File: config.mk
export PLATFORM = sky130hd
export DESIGN_NAME = encoder_reply_speed_meter_unit
export DESIGN_NICKNAME = d
export VERILOG_FILES = /design/src/sv/erm_pkg.sv /design/src/sv/erm_div.sv /design/src/sv/erm_rx.sv /design/src/sv/encoder_reply_speed_meter_unit.sv
export SDC_FILE = /design/constraint.sdc
export NUM_CORES = 1
export LEC_CHECK = 0
export BUFFER_PORTS_ARGS = -buffer_cell sky130_fd_sc_hd__buf_2
export CORE_MARGIN = 1
export CORE_UTILIZATION = 40
export DETAILED_ROUTE_END_ITERATION = 8
export MAX_ROUTING_LAYER = met4
export PLACE_DENSITY = 0.54
export SETUP_SLACK_MARGIN = 0.5
export SKIP_CTS_REPAIR_TIMING = 1
export SYNTH_ARGS = -nofsm -noshare
export SYNTH_HDL_FRONTEND = slang
export SYNTH_HIERARCHICAL = 1
export SYNTH_SLANG_ARGS = --single-unit
File: constraint.sdc
create_clock -name clk -period 24.2 [get_ports clk]
set_input_delay 1.21 -clock clk [delete_from_list [all_inputs] [get_ports clk]]
set_output_delay 1.21 -clock clk [all_outputs]
set_load 0.1 [all_outputs]
File: src/sv/erm_pkg.sv
// ----------------------------------------------------------------------------
// erm_pkg: shared types and constants of the encoder reply speed meter
// Field widths, Modbus reply constants and the reply record that the
// byte receiver passes to the speed sequencer.
// ----------------------------------------------------------------------------
`default_nettype none

package erm_pkg;

  // configuration port
  localparam int CFG_ADDR_W = 1;
  localparam int CFG_DATA_W = 8;
  localparam logic [CFG_ADDR_W-1:0] REG_STATION = 1'd0;
  localparam logic [CFG_ADDR_W-1:0] REG_COUNT   = 1'd1;

  // input item kinds (carried on tuser)
  localparam logic OP_BYTE = 1'b0;
  localparam logic OP_POLL = 1'b1;

  // stream widths
  localparam int IN_DATA_W  = 40;  // data_byte, timestamp
  localparam int OUT_DATA_W = 96;  // six 16-bit fields

  // reply framing
  localparam int          HDR_LEN     = 5;
  localparam int          HDR_IDX_W   = $clog2(HDR_LEN);
  localparam logic [8:0]  FRAME_EXTRA = 9'd5;
  localparam logic [7:0]  FUNC_READ   = 8'h03;
  localparam logic [7:0]  PTR_MAX     = 8'd255;
  localparam logic [7:0]  STATION_RST = 8'd2;
  localparam logic [6:0]  COUNT_RST   = 7'd1;

  // encoder wrap handling
  localparam int          ENCODER_RANGE = 4096;
  localparam logic [15:0] RANGE_W   = 16'(ENCODER_RANGE);
  localparam logic [15:0] QUARTER_W = 16'(ENCODER_RANGE / 4);
  localparam logic [15:0] THREE_Q_W = 16'(ENCODER_RANGE - ENCODER_RANGE / 4);

  // speed scaling and the serial divider
  localparam logic signed [10:0] SPEED_SCALE = 11'sd1000;
  localparam int PROD_W = 26;               // |delta*1000| < 2**25
  localparam int DIV_W  = PROD_W - 1;       // dividend magnitude bits
  localparam int DEN_W  = 16;
  localparam int DCNT_W = $clog2(DIV_W);
  localparam logic [DIV_W-1:0] QUO_POS_MAX = DIV_W'(32767);
  localparam logic [DIV_W-1:0] QUO_NEG_MAX = DIV_W'(32768);
  localparam logic [15:0] SPD_POS_SAT = 16'h7FFF;
  localparam logic [15:0] SPD_NEG_SAT = 16'h8000;

  typedef struct packed {
    logic               valid;
    logic [15:0]        position;
    logic [15:0]        elapsed_ticks;
    logic signed [15:0] angle_delta;
    logic [15:0]        error_count;
    logic [15:0]        good_count;
  } erm_reply_t;

endpackage

`default_nettype wire

File: src/sv/erm_div.sv
// ----------------------------------------------------------------------------
// erm_div: serial unsigned divider
// Restoring division, one quotient bit per cycle; done pulses in the cycle
// after the last step and the quotient then holds until the next start.
// ----------------------------------------------------------------------------
`default_nettype none

module erm_div (
  input  wire logic                       clk,
  input  wire logic                       rst_n,
  input  wire logic                       start,
  input  wire logic [erm_pkg::DIV_W-1:0]  dividend,
  input  wire logic [erm_pkg::DEN_W-1:0]  divisor,
  output logic                            done,
  output logic [erm_pkg::DIV_W-1:0]       quotient
);
  import erm_pkg::*;

  logic              busy_r, busy_nxt;
  logic              done_r, done_nxt;
  logic [DCNT_W-1:0] cnt_r, cnt_nxt;
  logic [DEN_W-1:0]  rem_r, rem_nxt;
  logic [DIV_W-1:0]  quo_r, quo_nxt;
  logic [DEN_W-1:0]  den_r, den_nxt;
  logic [DEN_W:0]    trial;
  logic [DEN_W:0]    diff;

  assign trial = {rem_r, quo_r[DIV_W-1]};
  assign diff  = trial - {1'b0, den_r};

  always_comb begin
    busy_nxt = busy_r;
    done_nxt = 1'b0;
    cnt_nxt  = cnt_r;
    rem_nxt  = rem_r;
    quo_nxt  = quo_r;
    den_nxt  = den_r;
    if (start) begin
      busy_nxt = 1'b1;
      cnt_nxt  = '0;
      rem_nxt  = '0;
      quo_nxt  = dividend;
      den_nxt  = divisor;
    end else if (busy_r) begin
      if (trial >= {1'b0, den_r}) begin
        rem_nxt = diff[DEN_W-1:0];
        quo_nxt = {quo_r[DIV_W-2:0], 1'b1};
      end else begin
        rem_nxt = trial[DEN_W-1:0];
        quo_nxt = {quo_r[DIV_W-2:0], 1'b0};
      end
      cnt_nxt = cnt_r + 1'b1;
      if (cnt_r == DCNT_W'(DIV_W - 1)) begin
        busy_nxt = 1'b0;
        done_nxt = 1'b1;
      end
    end
  end

  always_ff @(posedge clk) begin
    if (!rst_n) begin
      busy_r <= 1'b0;
      done_r <= 1'b0;
      cnt_r  <= '0;
    end else begin
      busy_r <= busy_nxt;
      done_r <= done_nxt;
      cnt_r  <= cnt_nxt;
    end
    rem_r <= rem_nxt;
    quo_r <= quo_nxt;
    den_r <= den_nxt;
  end

  assign done     = done_r;
  assign quotient = quo_r;

endmodule

`default_nettype wire

File: src/sv/erm_rx.sv
// ----------------------------------------------------------------------------
// erm_rx: reply byte receiver
// Tracks the frame position, keeps the header bytes, checks station,
// function and byte count, and on a good reply registers the reply record.
// ----------------------------------------------------------------------------
`default_nettype none

module erm_rx (
  input  wire logic                            clk,
  input  wire logic                            rst_n,
  input  wire logic                            cfg_wr_en,
  input  wire logic [erm_pkg::CFG_ADDR_W-1:0]  cfg_addr,
  input  wire logic [erm_pkg::CFG_DATA_W-1:0]  cfg_wdata,
  input  wire logic                            accept,
  input  wire logic                            operation,
  input  wire logic [7:0]                      data_byte,
  input  wire logic [31:0]                     timestamp,
  output erm_pkg::erm_reply_t                  reply
);
  import erm_pkg::*;

  logic [7:0]  station_r;
  logic [6:0]  regcnt_r;
  logic [7:0]  ptr_r, ptr_nxt;
  logic [7:0]  hdr_r [HDR_LEN];
  logic        pend_r, pend_nxt;
  logic        disc_r, disc_nxt;
  logic [15:0] prev_pos_r, prev_pos_nxt;
  logic [31:0] prev_tick_r, prev_tick_nxt;
  logic [15:0] err_cnt_r, err_cnt_nxt;
  logic [15:0] good_cnt_r, good_cnt_nxt;
  erm_reply_t  rep_r, rep_nxt;

  logic [8:0]  frame_len;
  logic [8:0]  ptr_inc;
  logic        hdr_wr;
  logic        hdr_ok;
  logic [15:0] pos;
  logic [31:0] tick_diff;
  logic        wrap_up, wrap_dn;
  logic [15:0] delta;

  assign frame_len = {1'b0, regcnt_r, 1'b0} + FRAME_EXTRA;
  assign ptr_inc   = {1'b0, ptr_r} + 9'd1;
  assign hdr_wr    = accept && (operation == OP_BYTE) && !disc_r &&
                     (ptr_r < 8'(HDR_LEN));
  assign hdr_ok    = (hdr_r[0] == station_r) && (hdr_r[1] == FUNC_READ) &&
                     (hdr_r[2] == {regcnt_r, 1'b0});

  // low position byte is the current byte for the shortest frame
  assign pos       = {hdr_r[3], (ptr_r == 8'd4) ? data_byte : hdr_r[4]};
  assign tick_diff = timestamp - prev_tick_r;
  assign wrap_up   = (pos < QUARTER_W) && (prev_pos_r > THREE_Q_W);
  assign wrap_dn   = (pos > THREE_Q_W) && (prev_pos_r < QUARTER_W);
  assign delta     = pos - prev_pos_r + (wrap_up ? RANGE_W : 16'd0)
                     - (wrap_dn ? RANGE_W : 16'd0);

  always_comb begin
    ptr_nxt       = ptr_r;
    pend_nxt      = pend_r;
    disc_nxt      = disc_r;
    prev_pos_nxt  = prev_pos_r;
    prev_tick_nxt = prev_tick_r;
    err_cnt_nxt   = err_cnt_r;
    good_cnt_nxt  = good_cnt_r;
    rep_nxt       = rep_r;
    rep_nxt.valid = 1'b0;
    if (accept) begin
      if (operation == OP_POLL) begin
        if (pend_r) err_cnt_nxt = err_cnt_r + 16'd1;
        ptr_nxt  = '0;
        pend_nxt = 1'b1;
        disc_nxt = 1'b0;
      end else if (!disc_r && (ptr_r != PTR_MAX)) begin
        ptr_nxt = ptr_inc[7:0];
        if (ptr_inc == frame_len) begin
          if (!hdr_ok) begin
            disc_nxt = 1'b1;
          end else begin
            rep_nxt.valid         = 1'b1;
            rep_nxt.position      = pos;
            rep_nxt.elapsed_ticks = tick_diff[15:0];
            rep_nxt.angle_delta   = delta;
            rep_nxt.error_count   = err_cnt_r;
            rep_nxt.good_count    = good_cnt_r + 16'd1;
            prev_pos_nxt          = pos;
            prev_tick_nxt         = timestamp;
            good_cnt_nxt          = good_cnt_r + 16'd1;
            pend_nxt              = 1'b0;
            ptr_nxt               = '0;
          end
        end
      end
    end
  end

  always_ff @(posedge clk) begin
    if (!rst_n) begin
      station_r   <= STATION_RST;
      regcnt_r    <= COUNT_RST;
      ptr_r       <= '0;
      pend_r      <= 1'b0;
      disc_r      <= 1'b0;
      prev_pos_r  <= '0;
      prev_tick_r <= '0;
      err_cnt_r   <= '0;
      good_cnt_r  <= '0;
      rep_r.valid <= 1'b0;
    end else begin
      if (cfg_wr_en) begin
        unique case (cfg_addr)
          REG_STATION: station_r <= cfg_wdata;
          REG_COUNT:   regcnt_r  <= cfg_wdata[6:0];
          default:     ;
        endcase
      end
      ptr_r       <= ptr_nxt;
      pend_r      <= pend_nxt;
      disc_r      <= disc_nxt;
      prev_pos_r  <= prev_pos_nxt;
      prev_tick_r <= prev_tick_nxt;
      err_cnt_r   <= err_cnt_nxt;
      good_cnt_r  <= good_cnt_nxt;
      rep_r.valid <= rep_nxt.valid;
    end
    rep_r.position      <= rep_nxt.position;
    rep_r.elapsed_ticks <= rep_nxt.elapsed_ticks;
    rep_r.angle_delta   <= rep_nxt.angle_delta;
    rep_r.error_count   <= rep_nxt.error_count;
    rep_r.good_count    <= rep_nxt.good_count;
    if (hdr_wr) hdr_r[ptr_r[HDR_IDX_W-1:0]] <= data_byte;
  end

  assign reply = rep_r;

endmodule

`default_nettype wire

File: src/sv/encoder_reply_speed_meter_unit.sv
// ----------------------------------------------------------------------------
// encoder_reply_speed_meter_unit: Modbus encoder reply speed meter
// Parses encoder read replies and reports position, delta and speed.
// ----------------------------------------------------------------------------
// Poll items and bytes that do not end a good reply do not stall the input.
// The byte that ends a good reply drops ready until the result is loaded;
// the result passes frame check, multiply, divider load, the divider steps,
// divider done and output load before it is offered.
// Zero elapsed ticks skip the divider; a held result adds its stall.
// rst_n is synchronous: counters, frame state, configuration and valid flags go to reset.
`default_nettype none

module encoder_reply_speed_meter_unit (
  input  wire logic                                clk,
  input  wire logic                                rst_n,
  input  wire logic                                cfg_wr_en,
  input  wire logic [erm_pkg::CFG_ADDR_W-1:0]      cfg_addr,
  input  wire logic [erm_pkg::CFG_DATA_W-1:0]      cfg_wdata,
  input  wire logic                                in_tvalid,
  output logic                                     in_tready,
  // [7:0] data_byte, [39:8] timestamp
  input  wire logic [erm_pkg::IN_DATA_W-1:0]       in_tdata,
  // [0] operation
  input  wire logic                                in_tuser,
  output logic                                     out_tvalid,
  input  wire logic                                out_tready,
  // [15:0] position, [31:16] elapsed_ticks, [47:32] angle_delta,
  // [63:48] speed, [79:64] error_count, [95:80] good_count
  output logic [erm_pkg::OUT_DATA_W-1:0]           out_tdata
);
  import erm_pkg::*;

  typedef enum logic [4:0] {
    S_IDLE  = 5'b00001,
    S_MUL   = 5'b00010,
    S_START = 5'b00100,
    S_DIV   = 5'b01000,
    S_OUT   = 5'b10000
  } state_t;

  state_t                   state_r, state_nxt;
  erm_reply_t               rep;
  logic                     in_acc;
  logic signed [PROD_W:0]   prod_full;
  logic signed [PROD_W-1:0] prod_r;
  logic [PROD_W-1:0]        prod_neg;
  logic [DIV_W-1:0]         dividend;
  logic                     div_start;
  logic                     div_done;
  logic [DIV_W-1:0]         quotient;
  logic [15:0]              quo_neg;
  logic [15:0]              speed_sat;
  logic [15:0]              last_speed_r;
  logic                     out_load;
  logic                     out_valid_r;
  logic [OUT_DATA_W-1:0]    out_data_r;

  assign in_tready = (state_r == S_IDLE) && !rep.valid;
  assign in_acc    = in_tvalid && in_tready;

  erm_rx u_rx (
    .clk       (clk),
    .rst_n     (rst_n),
    .cfg_wr_en (cfg_wr_en),
    .cfg_addr  (cfg_addr),
    .cfg_wdata (cfg_wdata),
    .accept    (in_acc),
    .operation (in_tuser),
    .data_byte (in_tdata[7:0]),
    .timestamp (in_tdata[39:8]),
    .reply     (rep)
  );

  assign prod_full = rep.angle_delta * SPEED_SCALE;
  assign prod_neg  = -prod_r;
  assign dividend  = prod_r[PROD_W-1] ? prod_neg[DIV_W-1:0] : prod_r[DIV_W-1:0];

  erm_div u_div (
    .clk      (clk),
    .rst_n    (rst_n),
    .start    (div_start),
    .dividend (dividend),
    .divisor  (rep.elapsed_ticks),
    .done     (div_done),
    .quotient (quotient)
  );

  // truncated quotient, sign restored and clamped to 16 bits
  assign quo_neg = -quotient[15:0];
  always_comb begin
    if (prod_r[PROD_W-1]) begin
      speed_sat = (quotient > QUO_NEG_MAX) ? SPD_NEG_SAT : quo_neg;
    end else begin
      speed_sat = (quotient > QUO_POS_MAX) ? SPD_POS_SAT : quotient[15:0];
    end
  end

  always_comb begin
    state_nxt = state_r;
    div_start = 1'b0;
    out_load  = 1'b0;
    unique case (state_r)
      S_IDLE: begin
        if (rep.valid) state_nxt = (rep.elapsed_ticks == '0) ? S_OUT : S_MUL;
      end
      S_MUL:   state_nxt = S_START;
      S_START: begin
        div_start = 1'b1;
        state_nxt = S_DIV;
      end
      S_DIV: begin
        if (div_done) state_nxt = S_OUT;
      end
      S_OUT: begin
        if (!out_valid_r || out_tready) begin
          out_load  = 1'b1;
          state_nxt = S_IDLE;
        end
      end
      default: state_nxt = S_IDLE;
    endcase
  end

  always_ff @(posedge clk) begin
    if (!rst_n) begin
      state_r      <= S_IDLE;
      last_speed_r <= '0;
      out_valid_r  <= 1'b0;
    end else begin
      state_r <= state_nxt;
      if (div_done) last_speed_r <= speed_sat;
      if (out_load) begin
        out_valid_r <= 1'b1;
      end else if (out_tready) begin
        out_valid_r <= 1'b0;
      end
    end
    if (state_r == S_MUL) prod_r <= prod_full[PROD_W-1:0];
    if (out_load) begin
      out_data_r <= {rep.good_count, rep.error_count, last_speed_r,
                     rep.angle_delta, rep.elapsed_ticks, rep.position};
    end
  end

  assign out_tvalid = out_valid_r;
  assign out_tdata  = out_data_r;

  a_rep_blocks_input: assert property (@(posedge clk) disable iff (!rst_n)
    rep.valid |-> !in_tready)
    else $error("input taken while a reply is being started");

  a_rep_starts_seq: assert property (@(posedge clk) disable iff (!rst_n)
    rep.valid |=> (state_r == S_MUL) || (state_r == S_OUT))
    else $error("good reply did not start the speed sequence");

  a_div_done_in_div: assert property (@(posedge clk) disable iff (!rst_n)
    div_done |-> (state_r == S_DIV))
    else $error("divider finished outside the divide state");

  a_load_gives_valid: assert property (@(posedge clk) disable iff (!rst_n)
    out_load |=> out_tvalid && (state_r == S_IDLE))
    else $error("result load did not raise the output");

  a_no_rep_while_busy: assert property (@(posedge clk) disable iff (!rst_n)
    (state_r != S_IDLE) |-> !rep.valid)
    else $error("reply arrived while the sequencer was busy");

endmodule

`default_nettype wire
==> metrics.txt <==
# TYPE chip_impl_metric gauge
chip_impl_info{name="run_status",value="finished, final reports clean"} 1
chip_impl_metric{name="synth.lib_cells_used.distinct",unit=""} 88
chip_impl_metric{name="slowest_delay",unit="ns"} 0.68
chip_impl_info{name="setup.worst_path.class",value="register to register"} 1
chip_impl_metric{name="areaGrowthSynthToFinish",unit="%"} 13.21
chip_impl_info{name="kind_of_capture_point_of_the_worst_setup_path",value="register"} 1
chip_impl_metric{name="slew_headroom",unit="%"} 23.76
chip_impl_metric{name="global_route.overflow_total",unit=""} 0
chip_impl_metric{name="max_freq",unit="MHz"} 198.9
chip_impl_info{name="root_buffer",value="clkbuf_16"} 1
chip_impl_metric{name="gp_congestion",unit=""} 0.8514
chip_impl_metric{name="cellLeakagePower",unit="nW"} 9.946
chip_impl_metric{name="yosysSeqAreaShare",unit="%"} 50.26
chip_impl_metric{name="power.net_switching",unit="mW"} 0.4257
chip_impl_metric{name="avgSynthCellArea",unit="µm²"} 11.05
chip_impl_metric{name="total_of_flip_flops_plus_latches_after_synthesis",unit=""} 415
chip_impl_metric{name="detail_route.wl_per_cell",unit="µm"} 15.92
chip_impl_metric{name="critical_path_peak_fanout",unit=""} 12
chip_impl_info{name="synth_top_cell_by_area",value="edfxtp_1"} 1
chip_impl_metric{name="die_height",unit="µm"} 237.1
chip_impl_info{name="synthTopCellsByArea",value="edfxtp_1 (38%), dfxtp_1 (12%), ha_1 (7.9%)"} 1
chip_impl_info{name="cts_tree",value="yes"} 1
chip_impl_info{name="yosysMostFrequentCell",value="edfxtp_1"} 1
chip_impl_metric{name="path_clk_slew",unit="ns"} 0.06
chip_impl_info{name="critical-path-top-delay-family",value="adder cells"} 1
chip_impl_metric{name="share_comb_of_total_power",unit="%"} 12.2
chip_impl_metric{name="finalHoldViolCount",unit=""} 0
chip_impl_metric{name="dpl-instance-area",unit="mm²"} 0.02349
chip_impl_info{name="crit_path_cell_trace",value="inv_1, fa_1, fa_1, inv_1, fa_1, inv_1, fa_1, inv_1, ha_1, and3_1, a221o_1, or3b_2, a31oi_1, xnor2_1"} 1
chip_impl_metric{name="clockPowerShare",unit="%"} 41.1
chip_impl_metric{name="tightestPinTransition",unit="ns"} 1.144
chip_impl_info{name="timing.critical_path.from_type",value="register"} 1
chip_impl_metric{name="drv_cap",unit=""} 0
chip_impl_info{name="path_class_of_the_lowest_slack_min_delay_path",value="register to register"} 1
chip_impl_metric{name="worst_ep_required_time",unit="ns"} 24.50
chip_impl_metric{name="final_nets",unit=""} 2403
chip_impl_metric{name="synth_warnings",unit=""} 6
chip_impl_metric{name="drt-total-wl",unit="mm"} 45.92
chip_impl_info{name="holdCritStartpoint",value="u_rx/reply[4]$_DFFE_PP_"} 1
chip_impl_metric{name="irDropWorstVdd",unit="mV"} 0.05575
chip_impl_metric{name="numClockSinks",unit=""} 415
chip_impl_metric{name="share_seq_of_total_power",unit="%"} 46.6
chip_impl_metric{name="cts_made_buffers",unit=""} 46
chip_impl_metric{name="critical_path_arrival",unit="ns"} 5.33
chip_impl_metric{name="placement_rows",unit=""} 85
chip_impl_metric{name="switching_share_of_power",unit="%"} 25.16
chip_impl_metric{name="pwr_density_cell",unit="mW/mm²"} 67.61
chip_impl_info{name="cp-startpoint",value="u_rx/reply[47]$_DFFE_PP_"} 1
chip_impl_metric{name="post_route_cells_drive_above_1_share",unit="%"} 12.79
chip_impl_metric{name="initial_core_util",unit="%"} 40.76
chip_impl_metric{name="postLayoutCellArea",unit="mm²"} 0.02503
chip_impl_info{name="synth_common_cells",value="edfxtp_1 (280), inv_1 (243), nand2_1 (154)"} 1
chip_impl_metric{name="dp.final_hpwl",unit="mm"} 33.41
chip_impl_metric{name="totalNegativeSetupSlack",unit="ns"} 0
chip_impl_metric{name="synth_largest_type_area_fraction",unit="%"} 38.03
chip_impl_metric{name="boundaryPins",unit=""} 153
chip_impl_metric{name="synth_async_sr_flop_share",unit="%"} 0
chip_impl_metric{name="clock_path_buffers",unit=""} 3
chip_impl_metric{name="fillers",unit=""} 5105
chip_impl_metric{name="setup_viol_count_final",unit=""} 0
chip_impl_metric{name="p_int",unit="mW"} 1.266
chip_impl_metric{name="routed_via_density",unit=""} 5.087
chip_impl_info{name="critPathSlowestCell",value="edfxtp_1"} 1
chip_impl_metric{name="route.vias.total",unit=""} 14670
chip_impl_metric{name="cts_htree_levels",unit=""} 2
chip_impl_info{name="yosys_most_used_dff",value="edfxtp_1"} 1
chip_impl_metric{name="grt_first_pass_wirelength",unit="mm"} 75.34
chip_impl_metric{name="timing.final.crit_share",unit="%"} 20.78
chip_impl_metric{name="grt_start_max_net_pins",unit=""} 79
chip_impl_metric{name="post_synth_edffs",unit=""} 280
chip_impl_metric{name="syn-cell-area",unit="mm²"} 0.02211
chip_impl_metric{name="firstDrtPassIters",unit=""} 8
chip_impl_metric{name="die_x",unit="µm"} 237.1
chip_impl_metric{name="timing.critical_path.buf_inv",unit=""} 4
chip_impl_info{name="grt_setup_unrepaired",value="false"} 1
chip_impl_metric{name="slew_viol_final",unit=""} 0
chip_impl_metric{name="synthesis.instances",unit=""} 2001
chip_impl_metric{name="number_of_remaining_drc_errors",unit=""} 0
chip_impl_metric{name="worst_clock_skew",unit="ns"} 0.02172
chip_impl_metric{name="dieArea",unit="mm²"} 0.05621
chip_impl_metric{name="grt_pass1_vias",unit=""} 14350
chip_impl_metric{name="initialDrtViolationCount",unit=""} 763
chip_impl_metric{name="count_of_input_and_output_buffers",unit=""} 136
chip_impl_metric{name="timing.final.crit_period",unit="ns"} 5.028
chip_impl_metric{name="final_antenna_net_count",unit=""} 0
chip_impl_metric{name="global_route_usage_over_all_layers",unit="%"} 17.09
chip_impl_metric{name="antenna_violations_before_repair",unit=""} 8
chip_impl_metric{name="worstSkewPairLatency",unit="ns"} 0.57
chip_impl_metric{name="placeableCoreArea",unit="mm²"} 0.05424
chip_impl_info{name="timing.rr.start",value="u_rx/reply[47]$_DFFE_PP_"} 1
-- layout by cell type (no fill, tap or decap), types with 15 or more instances in the layout --
cell       instances
edfxtp_1         280
inv_1            243
nand2_1          154
ha_1             140
buf_2            136
dfxtp_1          135
nor2_1           122
a21oi_1          111
xnor2_1           80
o21ai_0           79
fa_1              63
xor2_1            56
nand3_1           55
clkbuf_16         47
nor4_1            28
mux2_2            26
nor3_1            25
a211oi_1          25
a31oi_1           25
and3_1            23
nand2b_1          21
a21o_1            20
mux2i_1           18
buf_4             17
nand4_1           15
-- state kept, by name (all words and copies together), names as in the netlist, 23 cells and up --
register and cells:
out_tdata 96, prod_r 23, u_div/quotient 25, u_rx/hdr_r 40, u_rx/reply 81
-- stage by stage --
step           utilization, %  cells  power (mW)  hold WS, ns  setup slack (ns)
5_1_grt                 46.14   2884       1.771       0.4227             18.88
4_1_cts                 46.12   2878       1.716       0.4162             19.12
3_5_place_dp            43.31   2793       1.010       0.4051             19.13
3_3_place_gp            43.31   2793       1.007       0.4045             19.18
2_1_floorplan               -   2003      0.9633       0.4003             15.48
6_report                46.14   2884       1.692       0.4127             19.17
-- kinds of logic (layout without fill, tap and decap cells) --
logic type	count (synthesis)	after routing	synth area share [%]
xor+xnor	137	137	5.490
simple gates	526	526	11.92
flops	415	415	50.26
other cells	1	9	0.01696
buf+inv	305	484	5.665
compound gates	370	370	10.88
mux	44	44	2.139
fa+ha+maj	203	203	13.63
-- layer usage --
layer  wire length (µm)  global-route usage [%]  vias up
li1                   -                       -     7387
met1              21460                   22.42     6964
met2              21450                   27.20      264
met3               2263                   3.544       55
met4                746                   3.891        0
met5                  0                       -        -
-- power groups by stage --
stage	combinational (mW)	clock [mW]	sequential (mW)
2_1_floorplan	0.162	0	0.801
3_3_place_gp	0.204	0	0.803
3_5_place_dp	0.206	0	0.803
4_1_cts	0.208	0.720	0.788
5_1_grt	0.232	0.748	0.791
6_report	0.207	0.696	0.789
-- worst paths after layout --
check,end,slack (ns),cells past startpoint
worst min-delay path,out_tdata[84]$_DFFE_PP_,0.41,0
worst min register to register,out_tdata[84]$_DFFE_PP_,0.41,0
worst max register to register,prod_r[22]$_DFFE_PP_,19.17,14
worst max-delay path,prod_r[22]$_DFFE_PP_,19.17,14
-- cell type report --
cell class	count	area [µm²]	share of cell area, %
sequential	415	11110	44.39
multi-input combinational	1283	9777	39.06
clock buffer	62	1292	5.164
inverter	246	923.4	3.689
tap	696	870.8	3.479
timing repair buffer	153	808.3	3.230
clock inverter	23	230.2	0.9199
antenna	6	15.01	0.05999
Power figures use the tool's default switching activity.
